$ cat src/hdl/ae_pkg.sv
package ae_pkg;

    localparam int CODE_BITS_DEF  = 32;
    localparam int FREQ_BITS_DEF  = 16;
    localparam int MAX_FOLLOW_DEF = 32;

    // bytes reported per item; later bytes only counted
    localparam int MAX_RESULTS = 12;
    localparam int IDX_W       = $clog2(MAX_RESULTS);
    localparam int N_W         = $clog2(MAX_RESULTS + 1);
    localparam int PUSH_W      = 8;

    // remainder width: divisor is at most 17 bits
    localparam int DIV_REM_W = 18;
    localparam int FC_W      = 7;

    localparam logic [3:0] PL_FULL = 4'd8;

    localparam logic [1:0] FUNC_START  = 2'd0;
    localparam logic [1:0] FUNC_ENCODE = 2'd1;
    localparam logic [1:0] FUNC_FINISH = 2'd2;

    localparam logic [1:0] ST_OK      = 2'd0;
    localparam logic [1:0] ST_FOLLOW  = 2'd1;
    localparam logic [1:0] ST_INVALID = 2'd2;

    typedef struct packed {
        logic start;
        logic load;
        logic put;
        logic bit_val;
        logic flush;
        logic commit;
    } pack_cmd_t;

endpackage

$ cat src/hdl/ae_item_if.sv
interface ae_item_if;
    logic        valid;
    logic        ready;
    logic [1:0]  func;
    logic [15:0] sym_low;
    logic [16:0] sym_high;
    logic [16:0] sym_total;

    modport source (output valid, func, sym_low, sym_high, sym_total, input ready);
    modport sink   (input valid, func, sym_low, sym_high, sym_total, output ready);
endinterface

$ cat src/hdl/ae_result_if.sv
interface ae_result_if;
    logic        valid;
    logic        ready;
    logic [7:0]  out_byte;
    logic        byte_valid;
    logic        last;
    logic [1:0]  status;
    logic [31:0] total_bytes;

    modport source (output valid, out_byte, byte_valid, last, status, total_bytes,
                    input ready);
    modport sink   (input valid, out_byte, byte_valid, last, status, total_bytes,
                    output ready);
endinterface

$ cat src/hdl/ae_div.sv
// restoring shift-subtract divider, one quotient bit per cycle
module ae_div #(
    parameter int CODE_BITS = ae_pkg::CODE_BITS_DEF
) (
    input  logic                 clk,
    input  logic                 rst_n,
    input  logic                 start,
    input  logic [CODE_BITS-1:0] dividend,
    input  logic [16:0]          divisor,
    output logic                 done,
    output logic [CODE_BITS-1:0] quotient
);
    localparam int CW = $clog2(CODE_BITS + 1);

    logic [CODE_BITS-1:0]          q_reg, q_next;
    logic [ae_pkg::DIV_REM_W-1:0]  rem_reg, rem_next;
    logic [16:0]                   d_reg, d_next;
    logic [CW-1:0]                 cnt_reg, cnt_next;
    logic                          busy_reg, busy_next;
    logic                          done_reg, done_next;
    logic [ae_pkg::DIV_REM_W-1:0]  trial;

    always_comb
    begin
        q_next    = q_reg;
        rem_next  = rem_reg;
        d_next    = d_reg;
        cnt_next  = cnt_reg;
        busy_next = busy_reg;
        done_next = 1'b0;
        trial     = {rem_reg[ae_pkg::DIV_REM_W-2:0], q_reg[CODE_BITS-1]};
        if (start)
        begin
            q_next    = dividend;
            rem_next  = '0;
            d_next    = divisor;
            cnt_next  = CW'(CODE_BITS);
            busy_next = 1'b1;
        end
        else if (busy_reg)
        begin
            if (trial >= ae_pkg::DIV_REM_W'(d_reg))
            begin
                rem_next = trial - ae_pkg::DIV_REM_W'(d_reg);
                q_next   = {q_reg[CODE_BITS-2:0], 1'b1};
            end
            else
            begin
                rem_next = trial;
                q_next   = {q_reg[CODE_BITS-2:0], 1'b0};
            end
            cnt_next = cnt_reg - CW'(1);
            if (cnt_reg == CW'(1))
            begin
                busy_next = 1'b0;
                done_next = 1'b1;
            end
        end
    end

    always_ff @(posedge clk or negedge rst_n)
    begin
        if (!rst_n)
        begin
            busy_reg <= 1'b0;
            done_reg <= 1'b0;
            cnt_reg  <= '0;
        end
        else
        begin
            busy_reg <= busy_next;
            done_reg <= done_next;
            cnt_reg  <= cnt_next;
        end
    end

    always_ff @(posedge clk)
    begin
        q_reg   <= q_next;
        rem_reg <= rem_next;
        d_reg   <= d_next;
    end

    assign done     = done_reg;
    assign quotient = q_reg;
endmodule

$ cat src/hdl/ae_pack.sv
// MSB-first bit packer with per-item byte buffer; working copy commits or drops
module ae_pack (
    input  logic                      clk,
    input  logic                      rst_n,
    input  ae_pkg::pack_cmd_t         cmd,
    input  logic [ae_pkg::IDX_W-1:0]  rd_idx,
    output logic [7:0]                rd_byte,
    output logic [ae_pkg::N_W-1:0]    count,
    output logic [ae_pkg::PUSH_W-1:0] pushes
);
    logic [7:0]                pb_reg, pb_next;
    logic [3:0]                pl_reg, pl_next;
    logic [7:0]                wpb_reg, wpb_next;
    logic [3:0]                wpl_reg, wpl_next;
    logic [ae_pkg::N_W-1:0]    n_reg, n_next;
    logic [ae_pkg::PUSH_W-1:0] push_reg, push_next;
    logic [7:0]                buf_reg [ae_pkg::MAX_RESULTS];
    logic                      do_push;
    logic [7:0]                push_byte;
    logic [7:0]                sh;
    logic [3:0]                pl_dec;
    logic [15:0]               padded;

    always_comb
    begin
        pb_next   = pb_reg;
        pl_next   = pl_reg;
        wpb_next  = wpb_reg;
        wpl_next  = wpl_reg;
        n_next    = n_reg;
        push_next = push_reg;
        do_push   = 1'b0;
        push_byte = 8'd0;
        sh        = {wpb_reg[6:0], cmd.bit_val};
        pl_dec    = (wpl_reg != 4'd0) ? wpl_reg - 4'd1 : wpl_reg;
        padded    = {8'd0, wpb_reg} << wpl_reg;
        if (cmd.start)
        begin
            pb_next = 8'd0;
            pl_next = ae_pkg::PL_FULL;
        end
        else if (cmd.load)
        begin
            wpb_next  = pb_reg;
            wpl_next  = pl_reg;
            n_next    = '0;
            push_next = '0;
        end
        else if (cmd.put)
        begin
            wpb_next = sh;
            wpl_next = pl_dec;
            if (pl_dec == 4'd0)
            begin
                do_push   = 1'b1;
                push_byte = sh;
                wpb_next  = 8'd0;
                wpl_next  = ae_pkg::PL_FULL;
            end
        end
        else if (cmd.flush)
        begin
            if (wpl_reg != ae_pkg::PL_FULL && wpl_reg != 4'd0)
            begin
                do_push   = 1'b1;
                push_byte = padded[7:0];
            end
            wpb_next = 8'd0;
            wpl_next = ae_pkg::PL_FULL;
        end
        else if (cmd.commit)
        begin
            pb_next = wpb_reg;
            pl_next = wpl_reg;
        end
        if (do_push)
        begin
            push_next = push_reg + ae_pkg::PUSH_W'(1);
            if (n_reg < ae_pkg::N_W'(ae_pkg::MAX_RESULTS))
            begin
                n_next = n_reg + ae_pkg::N_W'(1);
            end
        end
    end

    always_ff @(posedge clk or negedge rst_n)
    begin
        if (!rst_n)
        begin
            pb_reg   <= 8'd0;
            pl_reg   <= ae_pkg::PL_FULL;
            wpb_reg  <= 8'd0;
            wpl_reg  <= ae_pkg::PL_FULL;
            n_reg    <= '0;
            push_reg <= '0;
        end
        else
        begin
            pb_reg   <= pb_next;
            pl_reg   <= pl_next;
            wpb_reg  <= wpb_next;
            wpl_reg  <= wpl_next;
            n_reg    <= n_next;
            push_reg <= push_next;
        end
    end

    always_ff @(posedge clk)
    begin
        if (do_push && n_reg < ae_pkg::N_W'(ae_pkg::MAX_RESULTS))
        begin
            buf_reg[n_reg[ae_pkg::IDX_W-1:0]] <= push_byte;
        end
    end

    assign rd_byte = buf_reg[rd_idx];
    assign count   = n_reg;
    assign pushes  = push_reg;
endmodule

$ cat src/hdl/arithmetic_encoder_shift_add_unit.sv
// Low-precision arithmetic encoder. One item at a time: item.ready is high
// only in idle. A start item resets the coder and answers next cycle. An
// encode item runs a CODE_BITS-step shift-subtract divider for
// r = range/total; then come r*low and r*high in turn on the shared
// multiplier, a narrowing step, the renormalization steps plus a final
// range check, the emitted bits (each bit and its pending follow bits,
// serial through the packer) and a commit step before the first result. A
// finish item sends all CODE_BITS bits of low with their follow bits and
// flushes a padded partial byte. Bytes of an item are buffered (up to 12)
// so that a follow overflow can drop the whole item; results are then sent
// one per transfer. An item with no byte gives one result with byte_valid
// low and last high.
module arithmetic_encoder_shift_add_unit #(
    parameter int CODE_BITS  = ae_pkg::CODE_BITS_DEF,
    parameter int FREQ_BITS  = ae_pkg::FREQ_BITS_DEF,
    parameter int MAX_FOLLOW = ae_pkg::MAX_FOLLOW_DEF
) (
    input logic         clk,
    input logic         rst_n,
    ae_item_if.sink     item,
    ae_result_if.source result
);
    localparam int IW = $clog2(CODE_BITS);
    localparam int FW = ae_pkg::FC_W;

    typedef enum logic [10:0] {
        S_IDLE   = 11'b00000000001,
        S_DIV    = 11'b00000000010,
        S_MUL1   = 11'b00000000100,
        S_MUL2   = 11'b00000001000,
        S_NARROW = 11'b00000010000,
        S_REN    = 11'b00000100000,
        S_EMIT   = 11'b00001000000,
        S_FIN    = 11'b00010000000,
        S_FLUSH  = 11'b00100000000,
        S_DONE   = 11'b01000000000,
        S_OUT    = 11'b10000000000
    } state_t;

    localparam logic [CODE_BITS:0]   HALF_W    = (CODE_BITS+1)'(1) << (CODE_BITS - 1);
    localparam logic [CODE_BITS:0]   QUARTER_W = (CODE_BITS+1)'(1) << (CODE_BITS - 2);
    localparam logic [CODE_BITS-1:0] HALF_C    = CODE_BITS'(1) << (CODE_BITS - 1);

    state_t                      state_reg, state_next;
    // committed coder state
    logic [CODE_BITS-1:0]        lo_reg, lo_next;
    logic [CODE_BITS-1:0]        rg_reg, rg_next;
    logic [5:0]                  fc_reg, fc_next;
    logic [31:0]                 nb_reg, nb_next;
    logic                        halted_reg, halted_next;
    // working copies for the item in flight
    logic [CODE_BITS:0]          low_reg, low_next;
    logic [CODE_BITS-1:0]        rgw_reg, rgw_next;
    logic [FW-1:0]               fcw_reg, fcw_next;
    logic [CODE_BITS-1:0]        t1_reg, t1_next;
    logic [CODE_BITS-1:0]        t2_reg, t2_next;
    logic [15:0]                 slo_reg, slo_next;
    logic [16:0]                 shi_reg, shi_next;
    logic [16:0]                 stot_reg, stot_next;
    logic                        fin_reg, fin_next;
    logic                        pend_reg, pend_next;
    logic                        first_reg, first_next;
    logic [IW-1:0]               idx_reg, idx_next;
    logic                        fdone_reg, fdone_next;
    logic                        none_reg, none_next;
    logic [1:0]                  status_reg, status_next;
    logic [31:0]                 base_reg, base_next;
    logic [ae_pkg::IDX_W-1:0]    k_reg, k_next;

    ae_pkg::pack_cmd_t           pk_cmd;
    logic [7:0]                  pk_byte;
    logic [ae_pkg::N_W-1:0]      pk_count;
    logic [ae_pkg::PUSH_W-1:0]   pk_pushes;

    logic                        div_start;
    logic                        div_done;
    logic [CODE_BITS-1:0]        div_q;

    logic [16:0]                 mul_b;
    logic [CODE_BITS+16:0]       prod;
    logic [CODE_BITS-1:0]        nr;
    logic [CODE_BITS+1:0]        lo_plus_rg;
    logic                        bad_iv;
    logic                        item_xfer;
    logic                        res_xfer;
    logic                        no_bytes;
    logic                        is_last;
    logic                        emit_rem_zero;

    ae_div #(.CODE_BITS(CODE_BITS)) u_div (
        .clk      (clk),
        .rst_n    (rst_n),
        .start    (div_start),
        .dividend (rg_reg),
        .divisor  (item.sym_total),
        .done     (div_done),
        .quotient (div_q)
    );

    ae_pack u_pack (
        .clk     (clk),
        .rst_n   (rst_n),
        .cmd     (pk_cmd),
        .rd_idx  (k_reg),
        .rd_byte (pk_byte),
        .count   (pk_count),
        .pushes  (pk_pushes)
    );

    assign item.ready = (state_reg == S_IDLE);
    assign item_xfer  = item.valid && item.ready;
    assign res_xfer   = result.valid && result.ready;

    // interval check on the incoming item
    assign bad_iv = (item.sym_total == 17'd0) ||
                    ({15'd0, item.sym_total} > (32'd1 << FREQ_BITS)) ||
                    (item.sym_high > item.sym_total) ||
                    ({1'b0, item.sym_low} >= item.sym_high);

    // shared multiplier: r*low then r*high
    assign mul_b = (state_reg == S_MUL1) ? {1'b0, slo_reg} : shi_reg;
    assign prod  = div_q * mul_b;
    // top symbol takes the excess range
    assign nr    = (shi_reg < stot_reg) ? (t2_reg - t1_reg) : (rgw_reg - t1_reg);
    assign lo_plus_rg = {1'b0, low_reg} + (CODE_BITS+2)'(rgw_reg);

    assign emit_rem_zero = first_reg ? (fcw_reg == '0) : (fcw_reg == FW'(1));

    assign no_bytes = none_reg || (pk_count == '0);
    assign is_last  = no_bytes || ((ae_pkg::N_W'(k_reg) + ae_pkg::N_W'(1)) == pk_count);

    assign result.valid       = (state_reg == S_OUT);
    assign result.out_byte    = no_bytes ? 8'd0 : pk_byte;
    assign result.byte_valid  = !no_bytes;
    assign result.last        = is_last;
    assign result.status      = status_reg;
    assign result.total_bytes = no_bytes ? base_reg : base_reg + 32'(k_reg) + 32'd1;

    always_comb
    begin
        state_next  = state_reg;
        lo_next     = lo_reg;
        rg_next     = rg_reg;
        fc_next     = fc_reg;
        nb_next     = nb_reg;
        halted_next = halted_reg;
        low_next    = low_reg;
        rgw_next    = rgw_reg;
        fcw_next    = fcw_reg;
        t1_next     = t1_reg;
        t2_next     = t2_reg;
        slo_next    = slo_reg;
        shi_next    = shi_reg;
        stot_next   = stot_reg;
        fin_next    = fin_reg;
        pend_next   = pend_reg;
        first_next  = first_reg;
        idx_next    = idx_reg;
        fdone_next  = fdone_reg;
        none_next   = none_reg;
        status_next = status_reg;
        base_next   = base_reg;
        k_next      = k_reg;
        pk_cmd      = '0;
        div_start   = 1'b0;

        case (state_reg)
            S_IDLE:
            begin
                if (item_xfer)
                begin
                    base_next   = nb_reg;
                    k_next      = '0;
                    none_next   = 1'b1;
                    status_next = ae_pkg::ST_OK;
                    slo_next    = item.sym_low;
                    shi_next    = item.sym_high;
                    stot_next   = item.sym_total;
                    low_next    = {1'b0, lo_reg};
                    rgw_next    = rg_reg;
                    fcw_next    = FW'(fc_reg);
                    state_next  = S_OUT;
                    if (item.func == ae_pkg::FUNC_START)
                    begin
                        lo_next      = '0;
                        rg_next      = HALF_C;
                        fc_next      = '0;
                        halted_next  = 1'b0;
                        pk_cmd.start = 1'b1;
                    end
                    else if (item.func != ae_pkg::FUNC_ENCODE &&
                             item.func != ae_pkg::FUNC_FINISH)
                    begin
                        status_next = ae_pkg::ST_INVALID;
                    end
                    else if (halted_reg)
                    begin
                        status_next = ae_pkg::ST_FOLLOW;
                    end
                    else if (item.func == ae_pkg::FUNC_ENCODE)
                    begin
                        if (bad_iv)
                        begin
                            status_next = ae_pkg::ST_INVALID;
                        end
                        else
                        begin
                            none_next   = 1'b0;
                            fin_next    = 1'b0;
                            pk_cmd.load = 1'b1;
                            div_start   = 1'b1;
                            state_next  = S_DIV;
                        end
                    end
                    else
                    begin
                        none_next   = 1'b0;
                        fin_next    = 1'b1;
                        fdone_next  = 1'b0;
                        idx_next    = IW'(CODE_BITS - 1);
                        pk_cmd.load = 1'b1;
                        state_next  = S_FIN;
                    end
                end
            end
            S_DIV:
            begin
                if (div_done)
                begin
                    state_next = S_MUL1;
                end
            end
            S_MUL1:
            begin
                t1_next    = prod[CODE_BITS-1:0];
                state_next = S_MUL2;
            end
            S_MUL2:
            begin
                t2_next    = prod[CODE_BITS-1:0];
                state_next = S_NARROW;
            end
            S_NARROW:
            begin
                if (nr == '0)
                begin
                    none_next   = 1'b1;
                    status_next = ae_pkg::ST_INVALID;
                    state_next  = S_OUT;
                end
                else
                begin
                    low_next   = low_reg + (CODE_BITS+1)'(t1_reg);
                    rgw_next   = nr;
                    state_next = S_REN;
                end
            end
            S_REN:
            begin
                if ((CODE_BITS+1)'(rgw_reg) > QUARTER_W)
                begin
                    state_next = S_DONE;
                end
                else
                begin
                    rgw_next = {rgw_reg[CODE_BITS-2:0], 1'b0};
                    if (low_reg >= HALF_W)
                    begin
                        low_next   = (low_reg - HALF_W) << 1;
                        pend_next  = 1'b1;
                        first_next = 1'b1;
                        state_next = S_EMIT;
                    end
                    else if (lo_plus_rg <= (CODE_BITS+2)'(HALF_W))
                    begin
                        low_next   = low_reg << 1;
                        pend_next  = 1'b0;
                        first_next = 1'b1;
                        state_next = S_EMIT;
                    end
                    else
                    begin
                        low_next = (low_reg - QUARTER_W) << 1;
                        fcw_next = fcw_reg + FW'(1);
                    end
                end
            end
            S_EMIT:
            begin
                // the bit itself, then the pending opposite follow bits
                pk_cmd.put     = 1'b1;
                pk_cmd.bit_val = first_reg ? pend_reg : !pend_reg;
                first_next     = 1'b0;
                if (!first_reg)
                begin
                    fcw_next = fcw_reg - FW'(1);
                end
                if (emit_rem_zero)
                begin
                    state_next = fin_reg ? S_FIN : S_REN;
                end
            end
            S_FIN:
            begin
                if (fdone_reg)
                begin
                    state_next = S_FLUSH;
                end
                else
                begin
                    pend_next  = low_reg[idx_reg];
                    first_next = 1'b1;
                    if (idx_reg == '0)
                    begin
                        fdone_next = 1'b1;
                    end
                    else
                    begin
                        idx_next = idx_reg - IW'(1);
                    end
                    state_next = S_EMIT;
                end
            end
            S_FLUSH:
            begin
                pk_cmd.flush = 1'b1;
                state_next   = S_DONE;
            end
            S_DONE:
            begin
                if (!fin_reg && fcw_reg > FW'(MAX_FOLLOW))
                begin
                    // whole item dropped
                    halted_next = 1'b1;
                    none_next   = 1'b1;
                    status_next = ae_pkg::ST_FOLLOW;
                end
                else
                begin
                    lo_next       = low_reg[CODE_BITS-1:0];
                    rg_next       = rgw_reg;
                    fc_next       = fcw_reg[5:0];
                    nb_next       = base_reg + 32'(pk_pushes);
                    pk_cmd.commit = 1'b1;
                end
                state_next = S_OUT;
            end
            S_OUT:
            begin
                if (res_xfer)
                begin
                    if (is_last)
                    begin
                        state_next = S_IDLE;
                    end
                    else
                    begin
                        k_next = k_reg + ae_pkg::IDX_W'(1);
                    end
                end
            end
            default:
            begin
                state_next = S_IDLE;
            end
        endcase
    end

    always_ff @(posedge clk or negedge rst_n)
    begin
        if (!rst_n)
        begin
            state_reg  <= S_IDLE;
            lo_reg     <= '0;
            rg_reg     <= HALF_C;
            fc_reg     <= '0;
            nb_reg     <= '0;
            halted_reg <= 1'b0;
            fin_reg    <= 1'b0;
            first_reg  <= 1'b0;
            fdone_reg  <= 1'b0;
            none_reg   <= 1'b1;
            k_reg      <= '0;
            idx_reg    <= '0;
            fcw_reg    <= '0;
        end
        else
        begin
            state_reg  <= state_next;
            lo_reg     <= lo_next;
            rg_reg     <= rg_next;
            fc_reg     <= fc_next;
            nb_reg     <= nb_next;
            halted_reg <= halted_next;
            fin_reg    <= fin_next;
            first_reg  <= first_next;
            fdone_reg  <= fdone_next;
            none_reg   <= none_next;
            k_reg      <= k_next;
            idx_reg    <= idx_next;
            fcw_reg    <= fcw_next;
        end
    end

    always_ff @(posedge clk)
    begin
        low_reg    <= low_next;
        rgw_reg    <= rgw_next;
        t1_reg     <= t1_next;
        t2_reg     <= t2_next;
        slo_reg    <= slo_next;
        shi_reg    <= shi_next;
        stot_reg   <= stot_next;
        pend_reg   <= pend_next;
        status_reg <= status_next;
        base_reg   <= base_next;
    end

    // never accepting while a result is offered
    a_excl: assert property (@(posedge clk) disable iff (!rst_n)
        !(item.ready && result.valid))
        else $error("item accepted while result pending");

    // a non-final byte transfer is followed by another result
    a_cont: assert property (@(posedge clk) disable iff (!rst_n)
        (res_xfer && !result.last) |=> result.valid)
        else $error("result run cut short");

    // divider finishes only while the sequencer waits for it
    a_div: assert property (@(posedge clk) disable iff (!rst_n)
        div_done |-> (state_reg == S_DIV))
        else $error("stray divider completion");
endmodule
$ cat src/flat_wrapper.sv
// flat-port wrapper written by rule: the top's interface ports become plain ports
module arithmetic_encoder_shift_add_unit_flat 
#(
    parameter int CODE_BITS  = ae_pkg::CODE_BITS_DEF,
    parameter int FREQ_BITS  = ae_pkg::FREQ_BITS_DEF,
    parameter int MAX_FOLLOW = ae_pkg::MAX_FOLLOW_DEF
)
  (clk, rst_n, item_valid, item_func, item_sym_low, item_sym_high, item_sym_total, item_ready, result_valid, result_out_byte, result_byte_valid, result_last, result_status, result_total_bytes, result_ready);
  ae_item_if item_i ();
  ae_result_if result_i ();
  input logic clk;
  input logic rst_n;
  input wire logic [$bits(item_i.valid)-1:0] item_valid;
  input wire logic [$bits(item_i.func)-1:0] item_func;
  input wire logic [$bits(item_i.sym_low)-1:0] item_sym_low;
  input wire logic [$bits(item_i.sym_high)-1:0] item_sym_high;
  input wire logic [$bits(item_i.sym_total)-1:0] item_sym_total;
  output wire logic [$bits(item_i.ready)-1:0] item_ready;
  output wire logic [$bits(result_i.valid)-1:0] result_valid;
  output wire logic [$bits(result_i.out_byte)-1:0] result_out_byte;
  output wire logic [$bits(result_i.byte_valid)-1:0] result_byte_valid;
  output wire logic [$bits(result_i.last)-1:0] result_last;
  output wire logic [$bits(result_i.status)-1:0] result_status;
  output wire logic [$bits(result_i.total_bytes)-1:0] result_total_bytes;
  input wire logic [$bits(result_i.ready)-1:0] result_ready;
  assign item_i.valid = item_valid;
  assign item_i.func = item_func;
  assign item_i.sym_low = item_sym_low;
  assign item_i.sym_high = item_sym_high;
  assign item_i.sym_total = item_sym_total;
  assign item_ready = item_i.ready;
  assign result_valid = result_i.valid;
  assign result_out_byte = result_i.out_byte;
  assign result_byte_valid = result_i.byte_valid;
  assign result_last = result_i.last;
  assign result_status = result_i.status;
  assign result_total_bytes = result_i.total_bytes;
  assign result_i.ready = result_ready;
  arithmetic_encoder_shift_add_unit #(.CODE_BITS(CODE_BITS), .FREQ_BITS(FREQ_BITS), .MAX_FOLLOW(MAX_FOLLOW)) u_core (.clk(clk), .rst_n(rst_n), .item(item_i), .result(result_i));
endmodule
$ cat config.mk
export PLATFORM = sky130hd
export DESIGN_NAME = arithmetic_encoder_shift_add_unit_flat
export DESIGN_NICKNAME = d
export VERILOG_FILES = /design/src/hdl/ae_pkg.sv /design/src/hdl/ae_item_if.sv /design/src/hdl/ae_result_if.sv /design/src/hdl/ae_div.sv /design/src/hdl/ae_pack.sv /design/src/hdl/arithmetic_encoder_shift_add_unit.sv /design/src/flat_wrapper.sv
export SDC_FILE = /design/constraint.sdc
export NUM_CORES = 2
export LEC_CHECK = 0
export BUFFER_PORTS_ARGS = -buffer_cell sky130_fd_sc_hd__buf_2
export CORE_ASPECT_RATIO = 1.75
export CORE_MARGIN = 2
export CORE_UTILIZATION = 50
export DETAILED_ROUTE_END_ITERATION = 8
export GPL_TIMING_DRIVEN = 0
export HOLD_SLACK_MARGIN = 0.15
export PLACE_DENSITY = 0.66
export REMOVE_ABC_BUFFERS = 1
export SYNTH_ARGS = -nofsm -noshare
export SYNTH_HDL_FRONTEND = slang
export SYNTH_HIERARCHICAL = 1
export SYNTH_SLANG_ARGS = --single-unit
$ cat constraint.sdc
create_clock -name clk -period 11.75 [get_ports clk]
set_input_delay 2.35 -clock clk [delete_from_list [all_inputs] [get_ports clk]]
set_output_delay 2.35 -clock clk [all_outputs]
set_load 0.01 [all_outputs]
Word level (Yosys, flattened, before mapping)
Memories as Yosys holds them, arrays and structs flattened.
Cells that the tools add are included.

storage, ports and cells
  memory bits (writable) = 96
  register bits = 458
  memories kept = 1
  input port bits = 56

memories
  memory                 words  width  rd ports  clocked after memory_dff  wr ports  RTL line       text
  u_core.u_pack.buf_reg  12     8      1         0                         1         ae_pack.sv:17  logic [7:0] buf_reg [ae_pkg::MAX_RESULTS];

cells by class
  $mul = 1
  equality and inequality tests = 46
  $add $sub $neg = 18
  order comparisons = 11
  muxes and demuxes = 176
  shift-type cells = 1
  reductions and logical operators = 51
  bitwise gates (word level) = 5

operators with widths
  kind                                                                                    count
  32-bit 2-to-1 mux                                                                       13
  33-bit 2-to-1 mux                                                                       5
  8-bit 2-to-1 mux                                                                        20
  11-bit 2-to-1 mux                                                                       14
  32-bit one-hot mux with 2 select lines                                                  2
  11-bit one-hot mux with 11 select lines                                                 1
  33-bit one-hot mux with 3 select lines                                                  1
  32-bit one-hot mux with 3 select lines                                                  1
  4-bit 2-to-1 mux                                                                        17
  32-bit subtractor                                                                       2
  1-bit 2-to-1 mux                                                                        60
  2-bit inequality test (second input constant)                                           21
  5-bit 2-to-1 mux                                                                        7
  7-bit 2-to-1 mux                                                                        5
  33-bit by 32-bit adder with 34-bit output                                               1
  34-bit by 32-bit <= comparator with 1-bit output (second input constant)                1
  17-bit 2-to-1 mux                                                                       2
  33-bit by 32-bit adder with 33-bit output                                               1
  33-bit by 32-bit greater-or-equal comparator with 1-bit output (second input constant)  1
  32-bit by 1-bit adder with 32-bit output (second input constant)                        1
  32-bit by 4-bit adder with 32-bit output                                                1
  32-bit by 8-bit adder with 32-bit output                                                1
  32-bit by 31-bit > comparator with 1-bit output (second input constant)                 1
  32-bit logical NOT                                                                      1
  other kinds (66)                                                                        129

Longest topological paths before layout
  depth in word-level cells = 16
  gate-level depth with buffers = 35
  depth with buffers taken out = 32

Hierarchy
Netlist, hierarchy kept.

by module, submodules not included
  module                             area each (um^2)  cells an instance  times used
  arithmetic_encoder_shift_add_unit  34553.1           3664               1
  ae_pack                            5998.3            408                1
  ae_div                             3875.0            337                1

Worst setup path before layout
Ideal clock, no wire load.

  path kind = reg-to-reg
  from = reg u_core.state_reg[9]
  to = reg u_core.t1_reg[30] (data pin)
  path buffers = 4
  arrival = 8.965 ns
  setup slack = 2.523 ns
  stages on the path, launching flop included = 33
  cell sequence = dfrtp_1 > or4_1 > or3_1 > nand3b_4 > nor3b_4 > buf_6 > buf_2 > nand2_1 > nand2_1 > clkbuf_1 > clkbuf_1 > nand2_1 > fa_1 > fa_1 > fa_1 > fa_1 > inv_1 > fa_1 > inv_1 > fa_1 > inv_1 > ha_1 > a211o_1 > or4b_4 > a31oi_4 > a211oi_2 > o41ai_2 > a21oi_2 > o41a_1 > or4_1 > a31o_1 > a21oi_2 > xnor2_1

between the ends
  cells in the longest elaborated chain, start to end = 3

RTL lines
  what                                             RTL line                                  text
  start, declared                                  arithmetic_encoder_shift_add_unit.sv:44   state_t state_reg, state_next;
  start signal, assigned                           arithmetic_encoder_shift_add_unit.sv:389  state_reg <= state_next;
  11-bit by 3-bit equality test with 1-bit output  arithmetic_encoder_shift_add_unit.sv:121  assign mul_b = (state_reg == S_MUL1) ? {1'b0, slo_reg} : shi_reg;
  17-bit 2-to-1 mux                                arithmetic_encoder_shift_add_unit.sv:121
  32-bit by 17-bit multiplier with 32-bit output   arithmetic_encoder_shift_add_unit.sv:122  assign prod = div_q * mul_b;
  named net u_core.prod[30]                        arithmetic_encoder_shift_add_unit.sv:80   logic [CODE_BITS+16:0] prod;
  end signal, assigned                             arithmetic_encoder_shift_add_unit.sv:409  t1_reg <= t1_next;
  end, declared                                    arithmetic_encoder_shift_add_unit.sv:55   logic [CODE_BITS-1:0] t1_reg, t1_next;

The timed path passes the listed nets, and every way through them passes these cells.
A chain may end at the register's enable or synchronous reset.

Worst setup path in the final report
  from = reg u_core.state_reg[9]
  to = reg u_core.t1_reg[31] (data pin)

Same word-level chain as after synthesis.

==> flow_metrics.py <==
metrics = {
    "logic_synthesis": {
        "synthesis.area_per_instance_sq_um": 10.08,
        "syn-instance-count": 4409,
        "yosys_warnings": 6,
        "yosys.cell_count.top_type": "sky130_fd_sc_hd__inv_1",
        "ys_async_sr_fraction": 0.3213,
        "number_of_flops_mapped_to_enable_cells_by_yosys": 359,
        "synth.top_cells.by_area": "sky130_fd_sc_hd__edfxtp_1, sky130_fd_sc_hd__fa_1, sky130_fd_sc_hd__dfrtp_1, sky130_fd_sc_hd__ha_1, sky130_fd_sc_hd__inv_1",
        "synthDominantAreaCellType": "sky130_fd_sc_hd__edfxtp_1",
        "synth.top_cell.area_share": 0.2427,
        "synth.lib_cells_used.distinct": 111,
        "synth.yosys.seq_area_share": 0.3507,
        "yosys-top-cells-count": "sky130_fd_sc_hd__inv_1, sky130_fd_sc_hd__nand2_1, sky130_fd_sc_hd__edfxtp_1",
        "post_synth_instance_area_sq_mm": 0.04443,
        "ys_ff_latch": 554,
        "postSynth.topFlopCell": "sky130_fd_sc_hd__edfxtp_1",
    },
    "setup_path": {
        "timing.critical_path.required_ns": 12.13,
        "critical_path.most_common_cell": "sky130_fd_sc_hd__fa_1",
        "timing.rr.start": "u_core/state_reg[9]",
        "worst_r2r_path_depth": 29,
        "timing.setup.critical_path_class": "reg2reg",
        "crit_path_slowest_cell": "sky130_fd_sc_hd__nor3b_4",
        "crit_path_max_incr_delay_ns": 1.10,
        "launch_point_of_the_worst_path": "u_core/state_reg[9]",
        "worst-endpoint-arrival_ns": 11.61,
        "crit_path_end_kind": "register",
        "r2r_end": "u_core/t1_reg[31]",
        "worst-path-max-fanout": 29,
        "reg2reg_slack_ns": 0.52,
        "startpoint_kind_of_the_worst_setup_timing_path": "register",
    },
    "finish": {
        "sequential_cell_area_sq_mm": 0.01558,
        "finalNonFillerCells": 5606,
        "layout-area-overhead-vs-synth_pct": 7.573,
        "filler_cell_count": 7776,
        "multiInputGateArea_sq_mm": 0.02590,
        "final_layout_size_suffix_gt1_frac": 0.08765,
        "max_ffs_per_register": 96,
        "finish.net_count": 5033,
        "diodes": 0,
    },
    "timing": {
        "timing.final.max_slew_violations": 0,
        "finalSetupViolations": 0,
        "fmax_mhz": 89.07,
        "period_share": 0.9555,
        "timing_hold_violations_final": 0,
        "post-route-min-period_ns": 11.23,
        "worst_slew_pin_slew_ns": 1.421,
        "final.setup_skew_ns": 0.02946,
        "grt_setup_unrepaired": "false",
        "max_slew_margin": 0.05289,
        "timing.setup.tns_ns": 0,
    },
    "drt": {
        "drt_pass1_iterations": 5,
        "routed_wirelength_microns": 118500,
        "route.detailed.vias_per_inst": 5.897,
        "wl_per_cell_microns": 21.15,
        "ant_nets": 0,
        "route.vias.total": 33060,
        "drc_errors": 0,
        "detailedRoute.firstIterationViolations": 2022,
    },
    "die": {
        "die_area_sq_mm": 0.09135,
        "dieWidth_microns": 229.3,
        "floorplan.io_pins": 102,
        "std_cell_rows": 144,
        "die-height_microns": 398.3,
        "initial_utilization": 0.5042,
        "coreArea_sq_mm": 0.08810,
    },
    "placement": {
        "placement.io_buffers": 101,
        "dp.cells": 5507,
        "gpl.final_weighted_congestion": 0.9757,
        "dp_hpwl_microns": 89480,
    },
    "global_routing": {
        "initial_antenna_violation_count": 0,
        "grt_max_degree": 108,
        "track_usage": 0.2618,
        "grt_overflow": 0,
        "grt_pass1_wl_microns": 188400,
        "grt_pass1_vias": 34840,
    },
    "outcome": {
        "run_status": "complete, no violations",
    },
    "clocking": {
        "postCtsHoldBufs": 0,
        "numCtsBuffers": 52,
        "clock-root-buffer": "sky130_fd_sc_hd__clkbuf_16",
        "number_of_buffers_between_clock_root_and_the_deepest_sink": 3,
        "cts_resized": 0,
        "cts_num_sinks": 554,
        "cts_tree": "built",
        "clk_pin_slew_ns": 0.07,
        "cts_post_setup_buffers_inserted": 0,
        "clk-insertion-delay-late_ns": 0.65,
        "clock_tree.htree_level_count": 2,
    },
    "flow_run": {
        "max_cap_viols": 0,
    },
    "hold_path": {
        "min_path_type": "reg2reg",
        "timing.hold.worst_path_depth": 0,
        "hold_path_end": "u_core/base_reg[0]",
        "critical_hold_path_startpoint": "u_core/nb_reg[0]",
    },
}
==> cells by family (layout without fill, tap and decap cells) <==
| logic type | Yosys count | after routing | share of synthesized area |
|---|---|---|---|
| xor gates and xnor gates | 194 | 194 | 0.03825 |
| buffers and inverters | 784 | 813 | 0.06779 |
| and+or+nand+nor | 1290 | 1290 | 0.1439 |
| AOI/OAI and AO/OA | 856 | 856 | 0.1342 |
| DFF | 554 | 554 | 0.3507 |
| adders and majority gates | 583 | 583 | 0.2191 |
| muxes | 148 | 148 | 0.04608 |
==> cell usage in the layout, fill, tap and decap left out, types with 36 or more instances in the layout <==
cell type,count
sky130_fd_sc_hd__inv_1,586
sky130_fd_sc_hd__o21ai_0,187
sky130_fd_sc_hd__fa_1,325
sky130_fd_sc_hd__mux4_2,37
sky130_fd_sc_hd__nand2_1,515
sky130_fd_sc_hd__xor2_1,69
sky130_fd_sc_hd__dfrtp_1,172
sky130_fd_sc_hd__nor3_1,71
sky130_fd_sc_hd__nor2_1,176
sky130_fd_sc_hd__o21a_1,36
sky130_fd_sc_hd__mux2_2,72
sky130_fd_sc_hd__nand3_1,72
sky130_fd_sc_hd__ha_1,258
sky130_fd_sc_hd__buf_2,100
sky130_fd_sc_hd__a22oi_1,58
sky130_fd_sc_hd__and2_1,140
sky130_fd_sc_hd__edfxtp_1,359
sky130_fd_sc_hd__clkbuf_16,53
sky130_fd_sc_hd__xnor2_1,125
sky130_fd_sc_hd__a22o_1,77
sky130_fd_sc_hd__and3_1,66
sky130_fd_sc_hd__a21oi_1,150
sky130_fd_sc_hd__a21o_1,73
==> worst max-delay path: cells and delay by family (launching register included) <==
family	cells	cell delay [ns]
XOR/XNOR	1	0.17
AND/OR/NAND/NOR	9	4.06
AO/OA/AOI/OAI	9	2.74
buffers and inverters	3	0.13
adder cells (fa/ha/maj)	7	3.35
flip-flops	1	0.43
==> worst max path at each step <==
stage,to,slack (ns),depth (start not counted)
6_report,u_core/t1_reg[31],0.52,29
5_1_grt,u_core/t1_reg[31],0.003,29
3_3_place_gp,u_core/rgw_reg[2],-7.39,7
2_1_floorplan,u_core/low_reg[0],2.08,7
4_1_cts,u_core/t1_reg[31],0.55,29
3_5_place_dp,u_core/t1_reg[31],0.57,29
==> cell type report <==
cell class,instances,area share
clock buffers,68,0.02935
clock inverters,30,0.005734
inverters,589,0.04637
multi-input cells,3071,0.5419
flip-flops and latches,554,0.3261
well taps,1168,0.03058
repair buffers,126,0.01998
==> metrics by stage <==
stage	util	cell area (sq um)	hold WS, ns	setup WS [ns]
detailed placement	0.5231	46090	0.4290	0.5711
global route	0.5424	47790	0.4458	0.002934
CTS	0.5422	47770	0.4376	0.5523
finish	0.5424	47790	0.4350	0.5231
floorplan	-	43630	0.4248	2.082
global placement	0.5175	45590	0.4276	-7.393
==> metal layers <==
| layer | global-route usage | part of all wire |
|---|---|---|
| met3 | 0.02750 | 0.040 |
| met4 | 0.1321 | 0.055 |
| met2 | 0.5083 | 0.55 |
| met5 | 0 | 0 |
| met1 | 0.2778 | 0.36 |
Power is not shown: default switching activity piles up to over one toggle a cycle in this logic, so the estimate is an artifact.
